File: config.mk
export PLATFORM = sky130hd
export DESIGN_NAME = shortest_seek_first_order
export DESIGN_NICKNAME = d
export VERILOG_FILES = /design/src/sstf_pkg.sv /design/src/shortest_seek_first_order.sv /design/src/sstf_scan.sv
export SDC_FILE = /design/constraint.sdc
export NUM_CORES = 1
export LEC_CHECK = 0
export BUFFER_PORTS_ARGS = -buffer_cell sky130_fd_sc_hd__buf_2
export CAP_MARGIN = 20
export CORE_ASPECT_RATIO = 2
export CORE_MARGIN = 2
export CORE_UTILIZATION = 25
export DETAILED_ROUTE_END_ITERATION = 8
export PLACE_DENSITY_LB_ADDON = 0.05
export SLEW_MARGIN = 20
export SYNTH_ARGS = -nofsm -noshare
export SYNTH_HDL_FRONTEND = slang
export SYNTH_SLANG_ARGS = --single-unit
export TNS_END_PERCENT = 20
File: constraint.sdc
create_clock -name clk -period 15 [get_ports clk]
set_input_delay 0.75 -clock clk [delete_from_list [all_inputs] [get_ports clk]]
set_output_delay 0.75 -clock clk [all_outputs]
set_load 0.02 [all_outputs]
File: src/sstf_pkg.sv
// ============================================================================
// sstf_pkg: shared types and constants for the shortest-seek-first scheduler
// Sizes of the request store, field widths, the sequencer states and the
// read tag used by the top level and the scan unit.
// ============================================================================
`timescale 1ns / 1ps

package sstf_pkg;

    // Store geometry
    localparam int MAX_REQUESTS = 32;
    localparam int IDX_W        = (MAX_REQUESTS > 1) ? $clog2(MAX_REQUESTS) : 1;
    localparam int CNT_W        = $clog2(MAX_REQUESTS + 1);

    // Field widths
    localparam int TRACK_W = 16;
    localparam int SUM_W   = 21;

    typedef logic [TRACK_W-1:0] track_t;
    typedef logic [IDX_W-1:0]   idx_t;
    typedef logic [CNT_W-1:0]   cnt_t;
    typedef logic [SUM_W-1:0]   sum_t;

    // Sequencer states
    typedef enum logic [3:0] {
        ST_IDLE   = 4'b0001,
        ST_SCAN   = 4'b0010,
        ST_WAIT   = 4'b0100,
        ST_UPDATE = 4'b1000
    } state_t;

    // Tag that travels with each memory read into the scan unit
    typedef struct packed {
        logic valid;
        logic first;
        idx_t idx;
    } scan_ctl_t;

endpackage

File: src/shortest_seek_first_order.sv
// ============================================================================
// shortest_seek_first_order: shortest-seek-first track request scheduler
// Loads a batch of track requests into a store, then serves them nearest
// first from the configured head track, one item out per served request.
// ============================================================================
//
//  channel   handshake            payload
//  -------   ------------------   -----------------------------------------
//  input     start && !busy       request_track, batch_end
//  result    done (one cycle)     served_track, move_distance, total_seek,
//                                 final_result
//  config    cfg_write            cfg_data (start_head)
//
//  Loading takes one item per cycle while not busy. Each result takes one
//  store read per remaining entry through the single read port, a wait for
//  the last read word and the swap write-back. No clearing pass after
//  reset. busy is high from the item with batch_end until the final result;
//  results cannot be stalled.
//
`timescale 1ns / 1ps

module shortest_seek_first_order
    import sstf_pkg::*;
(
    input  logic        clk,
    input  logic        rst_n,
    input  logic        start,
    output logic        busy,
    input  logic [15:0] request_track,
    input  logic        batch_end,
    input  logic        cfg_write,
    input  logic [15:0] cfg_data,
    output logic        done,
    output logic [15:0] served_track,
    output logic [15:0] move_distance,
    output logic [20:0] total_seek,
    output logic        final_result
);

    // Request store
    track_t    mem [MAX_REQUESTS];
    track_t    rd_data_reg;
    logic      mem_we;
    idx_t      mem_waddr;
    track_t    mem_wdata;

    state_t    state_reg;
    state_t    state_next;
    cnt_t      count_reg;
    cnt_t      count_next;
    idx_t      i_reg;
    idx_t      i_next;
    idx_t      j_reg;
    idx_t      j_next;
    track_t    head_reg;
    track_t    head_next;
    sum_t      sum_reg;
    sum_t      sum_next;
    track_t    start_head_reg;
    scan_ctl_t ctl_reg;
    scan_ctl_t ctl_next;

    logic      done_reg;
    logic      done_next;
    track_t    served_track_reg;
    track_t    served_track_next;
    track_t    move_distance_reg;
    track_t    move_distance_next;
    sum_t      total_seek_reg;
    sum_t      total_seek_next;
    logic      final_result_reg;
    logic      final_result_next;

    track_t    best;
    idx_t      pick;
    track_t    chosen;
    track_t    first_val;

    logic      accept;
    logic      has_room;
    logic      last_read;
    logic      last_pick;
    sum_t      sum_add;

    assign busy      = (state_reg != ST_IDLE);
    assign accept    = start && !busy;
    assign has_room  = (count_reg < CNT_W'(MAX_REQUESTS));
    assign last_read = ((CNT_W'(j_reg) + CNT_W'(1)) == count_reg);
    assign last_pick = ((CNT_W'(i_reg) + CNT_W'(1)) == count_reg);
    assign sum_add   = sum_reg + SUM_W'(best);

    // Store write port: loading, or moving the pass's first word into the
    // slot of the chosen entry
    always_comb
    begin
        mem_we    = 1'b0;
        mem_waddr = count_reg[IDX_W-1:0];
        mem_wdata = request_track;
        if (accept && has_room)
        begin
            mem_we = 1'b1;
        end
        else if (state_reg == ST_UPDATE)
        begin
            mem_we    = 1'b1;
            mem_waddr = pick;
            mem_wdata = first_val;
        end
    end

    // Synchronous memory, registered read
    always_ff @(posedge clk)
    begin
        if (mem_we)
        begin
            mem[mem_waddr] <= mem_wdata;
        end
        rd_data_reg <= mem[j_reg];
    end

    // Minimum search over the read words
    sstf_scan u_scan (
        .clk       (clk),
        .ctl       (ctl_reg),
        .rd_data   (rd_data_reg),
        .head      (head_reg),
        .best      (best),
        .pick      (pick),
        .chosen    (chosen),
        .first_val (first_val)
    );

    // Sequencer
    always_comb
    begin
        state_next         = state_reg;
        count_next         = count_reg;
        i_next             = i_reg;
        j_next             = j_reg;
        head_next          = head_reg;
        sum_next           = sum_reg;
        ctl_next           = '0;
        done_next          = 1'b0;
        served_track_next  = served_track_reg;
        move_distance_next = move_distance_reg;
        total_seek_next    = total_seek_reg;
        final_result_next  = final_result_reg;

        unique case (state_reg)
            ST_IDLE:
            begin
                if (accept)
                begin
                    if (has_room)
                    begin
                        count_next = count_reg + CNT_W'(1);
                    end
                    if (batch_end)
                    begin
                        i_next     = '0;
                        j_next     = '0;
                        head_next  = start_head_reg;
                        sum_next   = '0;
                        state_next = ST_SCAN;
                    end
                end
            end
            ST_SCAN:
            begin
                ctl_next.valid = 1'b1;
                ctl_next.first = (j_reg == i_reg);
                ctl_next.idx   = j_reg;
                if (last_read)
                begin
                    state_next = ST_WAIT;
                end
                else
                begin
                    j_next = j_reg + IDX_W'(1);
                end
            end
            ST_WAIT:
            begin
                state_next = ST_UPDATE;
            end
            ST_UPDATE:
            begin
                head_next          = chosen;
                sum_next           = sum_add;
                done_next          = 1'b1;
                served_track_next  = chosen;
                move_distance_next = best;
                total_seek_next    = sum_add;
                final_result_next  = last_pick;
                if (last_pick)
                begin
                    count_next = '0;
                    state_next = ST_IDLE;
                end
                else
                begin
                    i_next     = i_reg + IDX_W'(1);
                    j_next     = i_reg + IDX_W'(1);
                    state_next = ST_SCAN;
                end
            end
            default:
            begin
                state_next = ST_IDLE;
            end
        endcase
    end

    // Control registers
    always_ff @(posedge clk or negedge rst_n)
    begin
        if (!rst_n)
        begin
            state_reg      <= ST_IDLE;
            count_reg      <= '0;
            i_reg          <= '0;
            j_reg          <= '0;
            head_reg       <= '0;
            sum_reg        <= '0;
            start_head_reg <= '0;
            ctl_reg        <= '0;
            done_reg       <= 1'b0;
        end
        else
        begin
            state_reg <= state_next;
            count_reg <= count_next;
            i_reg     <= i_next;
            j_reg     <= j_next;
            head_reg  <= head_next;
            sum_reg   <= sum_next;
            ctl_reg   <= ctl_next;
            done_reg  <= done_next;
            if (cfg_write)
            begin
                start_head_reg <= cfg_data;
            end
        end
    end

    // Result payload registers
    always_ff @(posedge clk)
    begin
        served_track_reg  <= served_track_next;
        move_distance_reg <= move_distance_next;
        total_seek_reg    <= total_seek_next;
        final_result_reg  <= final_result_next;
    end

    assign done          = done_reg;
    assign served_track  = served_track_reg;
    assign move_distance = move_distance_reg;
    assign total_seek    = total_seek_reg;
    assign final_result  = final_result_reg;

    // Checks
    a_done_from_update: assert property (@(posedge clk) disable iff (!rst_n)
        done |-> $past(state_reg == ST_UPDATE))
        else $error("result strobe without a preceding update");

    a_batch_end_busy: assert property (@(posedge clk) disable iff (!rst_n)
        (start && !busy && batch_end) |=> busy)
        else $error("batch end did not start service");

    a_final_clears: assert property (@(posedge clk) disable iff (!rst_n)
        (done && final_result) |-> (count_reg == '0) && !busy)
        else $error("final result left requests held");

    a_pick_range: assert property (@(posedge clk) disable iff (!rst_n)
        (state_reg == ST_UPDATE) |-> (pick >= i_reg))
        else $error("chosen slot lies before the pass start");

endmodule

File: src/sstf_scan.sv
// ============================================================================
// sstf_scan: running minimum over one pass of the request store
// Takes one read word per cycle, keeps the closest track to the head, its
// slot and the word of the pass's first slot (needed for the swap).
// ============================================================================
`timescale 1ns / 1ps

module sstf_scan
    import sstf_pkg::*;
(
    input  logic      clk,
    input  scan_ctl_t ctl,
    input  track_t    rd_data,
    input  track_t    head,
    output track_t    best,
    output idx_t      pick,
    output track_t    chosen,
    output track_t    first_val
);

    track_t best_reg;
    track_t best_next;
    idx_t   pick_reg;
    idx_t   pick_next;
    track_t chosen_reg;
    track_t chosen_next;
    track_t first_val_reg;
    track_t first_val_next;
    track_t gap;

    // Absolute distance from head
    assign gap = (rd_data >= head) ? (rd_data - head) : (head - rd_data);

    // Strict compare keeps the earliest slot on a tie
    always_comb
    begin
        best_next      = best_reg;
        pick_next      = pick_reg;
        chosen_next    = chosen_reg;
        first_val_next = first_val_reg;
        if (ctl.valid)
        begin
            if (ctl.first || (gap < best_reg))
            begin
                best_next   = gap;
                pick_next   = ctl.idx;
                chosen_next = rd_data;
            end
            if (ctl.first)
            begin
                first_val_next = rd_data;
            end
        end
    end

    // Payload registers, no reset needed
    always_ff @(posedge clk)
    begin
        best_reg      <= best_next;
        pick_reg      <= pick_next;
        chosen_reg    <= chosen_next;
        first_val_reg <= first_val_next;
    end

    assign best      = best_reg;
    assign pick      = pick_reg;
    assign chosen    = chosen_reg;
    assign first_val = first_val_reg;

endmodule

==> out/results.tsv <==
stage	metric	value	unit
setup_path	crit_type	reg -> reg	
setup_path	crit_path_end_kind	flip-flop	
synthesis	synth-edff-count	619	
global_route	antenna_found_initial	6	
final_layout	layout_commonest_cell	edfxtp_1	
timing	skew	0.03287	ns
clock_tree	cts_htree_levels	3	
setup_path	cp_top_family	compound AO/OA/AOI/OAI gates	
detailed_routing	vias	15730	
die	row_count	179	
synthesis	yosys.cell_types.count	74	
die	pin_count	93	
clock_tree	postCtsHoldBufs	0	
timing	whs	0.1377	ns
setup_path	worstPathArrival	6.09	ns
detailed_routing	wl_per_cell	27.25	um
final_layout	drive_above_1_share	0.2676	
setup_path	cp.required	15.31	ns
flow_run	maxCapViolations	0	
timing	setup_tns	0	ns
final_layout	final_cell_mix	edfxtp_1, mux4_2, nand2_1	
synthesis	yosysTopAreaCell	edfxtp_1	
synthesis	syn_area_per_cell	17.53	um2
place	io_buffers	92	
clock_tree	cts_resized	0	
final_layout	nNetsFinal	1923	
power_and_ir_drop	vdd_ir_drop_max	0.1160	mV
global_route	grt_pass1_vias	17270	
timing	max_clock_freq	0.1731	GHz
timing	rsz0062_at_grt	false	
synthesis	ys_seq_area_frac	0.7025	
die	fp.dieW	248.1	um
setup_path	critPathLaunchType	flip-flop	
die	die_area	122200	um2
global_route	grt-ovfl-total	0	
timing	tightest_slew	1.100	ns
clock_tree	postCtsSetupRepairBufs	0	
final_layout	seq_area	20950	um2
synthesis	synth.top_cells.by_area	edfxtp_1, mux4_2, dfrtp_1, ha_1, nand2_1	
setup_path	crit_buf_inv	3	
final_layout	multi_input_area	8477	um2
synthesis	yosysWarnings	0	
setup_path	crit_chain	ha_1 -> inv_1 -> fa_1 -> a211oi_1 -> o21ai_0 -> a41oi_1 -> a21oi_2 -> buf_4 -> mux2_2 -> ha_1 -> a21boi_0 -> o21a_1 -> o21ai_0 -> a21oi_1 -> o41ai_1 -> a21oi_1 -> o21bai_4 -> buf_4	
global_route	grtUsageTotal	0.1544	
clock_tree	clock_latency	0.66	ns
detailed_routing	drt_iter0_drc	926	
final_layout	n_fill_cell	11750	
detailed_routing	drt-vias-per-instance	4.612	
die	start_util	0.2511	
setup_path	slowest_stage	o21bai_4	
die	core_area	118700	um2
clock_tree	cts_buffer_depth	3	
power_and_ir_drop	leakage	0.01174	uW
timing	setup_viol	0	
detailed_routing	drcViolationCount	0	
synthesis	synthCells	1700	
clock_tree	numCtsBuffers	73	
detailed_routing	wl	92960	um
timing	post-route-period-util	0.3852	
timing	period_needed	5.778	ns
power_and_ir_drop	p_per_area	190.1	nW/um2
outcome	outcome	finished clean	
synthesis	synth_top_area_frac	0.6237	
detailed_routing	first_pass_iters	5	
timing	hold_viol	0	
final_layout	areaGrowthSynthToFinish	16.55	%
detailed_routing	ant_nets	0	
synthesis	syn_area	29800	um2
min_path	holdCritPathClass	in -> async	
final_layout	largest_reg_flops	512	
place	routabilityCongestion	0.8955	
global_route	grt_pass1_wl	130800	um
global_route	grt_max_degree	77	
place	hpwlAfterDp	61340	um
clock_tree	cts_tree	done	
setup_path	max_stage_delay	0.58	ns
setup_path	crit_fanout	20	
timing	maxSlewHeadroom	0.2589	
clock_tree	root_buffer	clkbuf_16	
synthesis	synthArstFlopShare	0.1131	
synthesis	synth_seq_cells	716	
synthesis	synthFlopType	edfxtp_1	
timing	maxSlewViolCount	0	
synthesis	syn-num-nets	1805	
clock_tree	cts.sinks	716	
die	die-height	492.3	um
clock_tree	cts.reportedPaths.clkPinSlew	0.06	ns
-- cell type report --
type / count / area share
inverter: 67 / 0.007312
antenna: 1 / 0.00007204
sequential: 716 / 0.6031
clock inverter: 42 / 0.01250
multi-input combinational: 834 / 0.2440
tap: 1538 / 0.05540
timing repair buffer: 126 / 0.02168
clock buffer: 87 / 0.05587
-- power breakdown --
group	internal, uW	switching [uW]
sequential	2370	174
clock	1060	813
combinational	917	1260
total	4350	2250
-- synthesized netlist by cell type (3+ instances only) --
library cell  instances
nor2b_1               5
nand2b_1              5
buf_1                17
o22ai_1               3
and2_1                9
ha_1                 65
nand2_1             136
fa_1                  3
a21oi_1              35
or2_2                 3
dfrtp_1              80
and3_1                5
o211ai_1              3
inv_1                66
o31a_1                4
clkbuf_1             31
o21bai_1              7
mux4_2              160
nor2_1               82
o31ai_1              14
xor2_1               24
nand3b_1              5
a22o_1               19
buf_2                24
nand4_1               9
buf_6                 4
mux2_2               33
o21ai_0              39
xnor2_1              32
a211oi_1              9
a21o_1               18
or4_1                 3
edfxtp_1            619
mux2i_1               6
dfxtp_1              16
or3_1                 3
o21a_1                8
nand3_1              13
a31oi_1              25
buf_4                 6
nor3_1               11
-- worst paths after layout --
check | slack, ns | depth (start not counted) | from | to
min in group clk | 0.32 | 2 | cfg_data[7] | start_head_reg[7]
setup reg to reg | 9.22 | 18 | head_reg[0] | u_scan.pick[0]
max in group asynchronous | 13.73 | 2 | rst_n | head_reg[11]
setup / recovery | 9.22 | 18 | head_reg[0] | u_scan.pick[0]
hold reg to reg | 0.42 | 0 | ctl_reg[3] | u_scan.pick[3]
hold / removal | 0.14 | 1 | rst_n | sum_reg[20]
-- routing by layer --
layer	wire [um]	share of wire	GRT usage
met5	23	0.00025	0
met4	2790	0.030	0.05102
met3	2740	0.029	0.02438
met2	54770	0.59	0.3101
met1	32640	0.35	0.1571
-- metrics by stage --
step	total power [uW]	std cells	utilization	setup slack [ns]	area [um2]
floorplan	4037	1700	-	9.530	29800
global placement	4839	3278	0.2719	8.955	32270
detailed placement	4835	3279	0.2721	9.000	32300
CTS	6752	3408	0.2921	8.987	34680
global route	6990	3411	0.2926	8.727	34740
finish	6603	3411	0.2926	9.222	34740
-- kinds of logic after synthesis --
kind of cell / share of synthesized area
compound gates: 0.04664
flops: 0.7025
simple gates: 0.04593
buf+inv: 0.02170
mux: 0.1354
xor+xnor: 0.01856
fa+ha+maj: 0.02930
(Power assumes the default switching activity.)
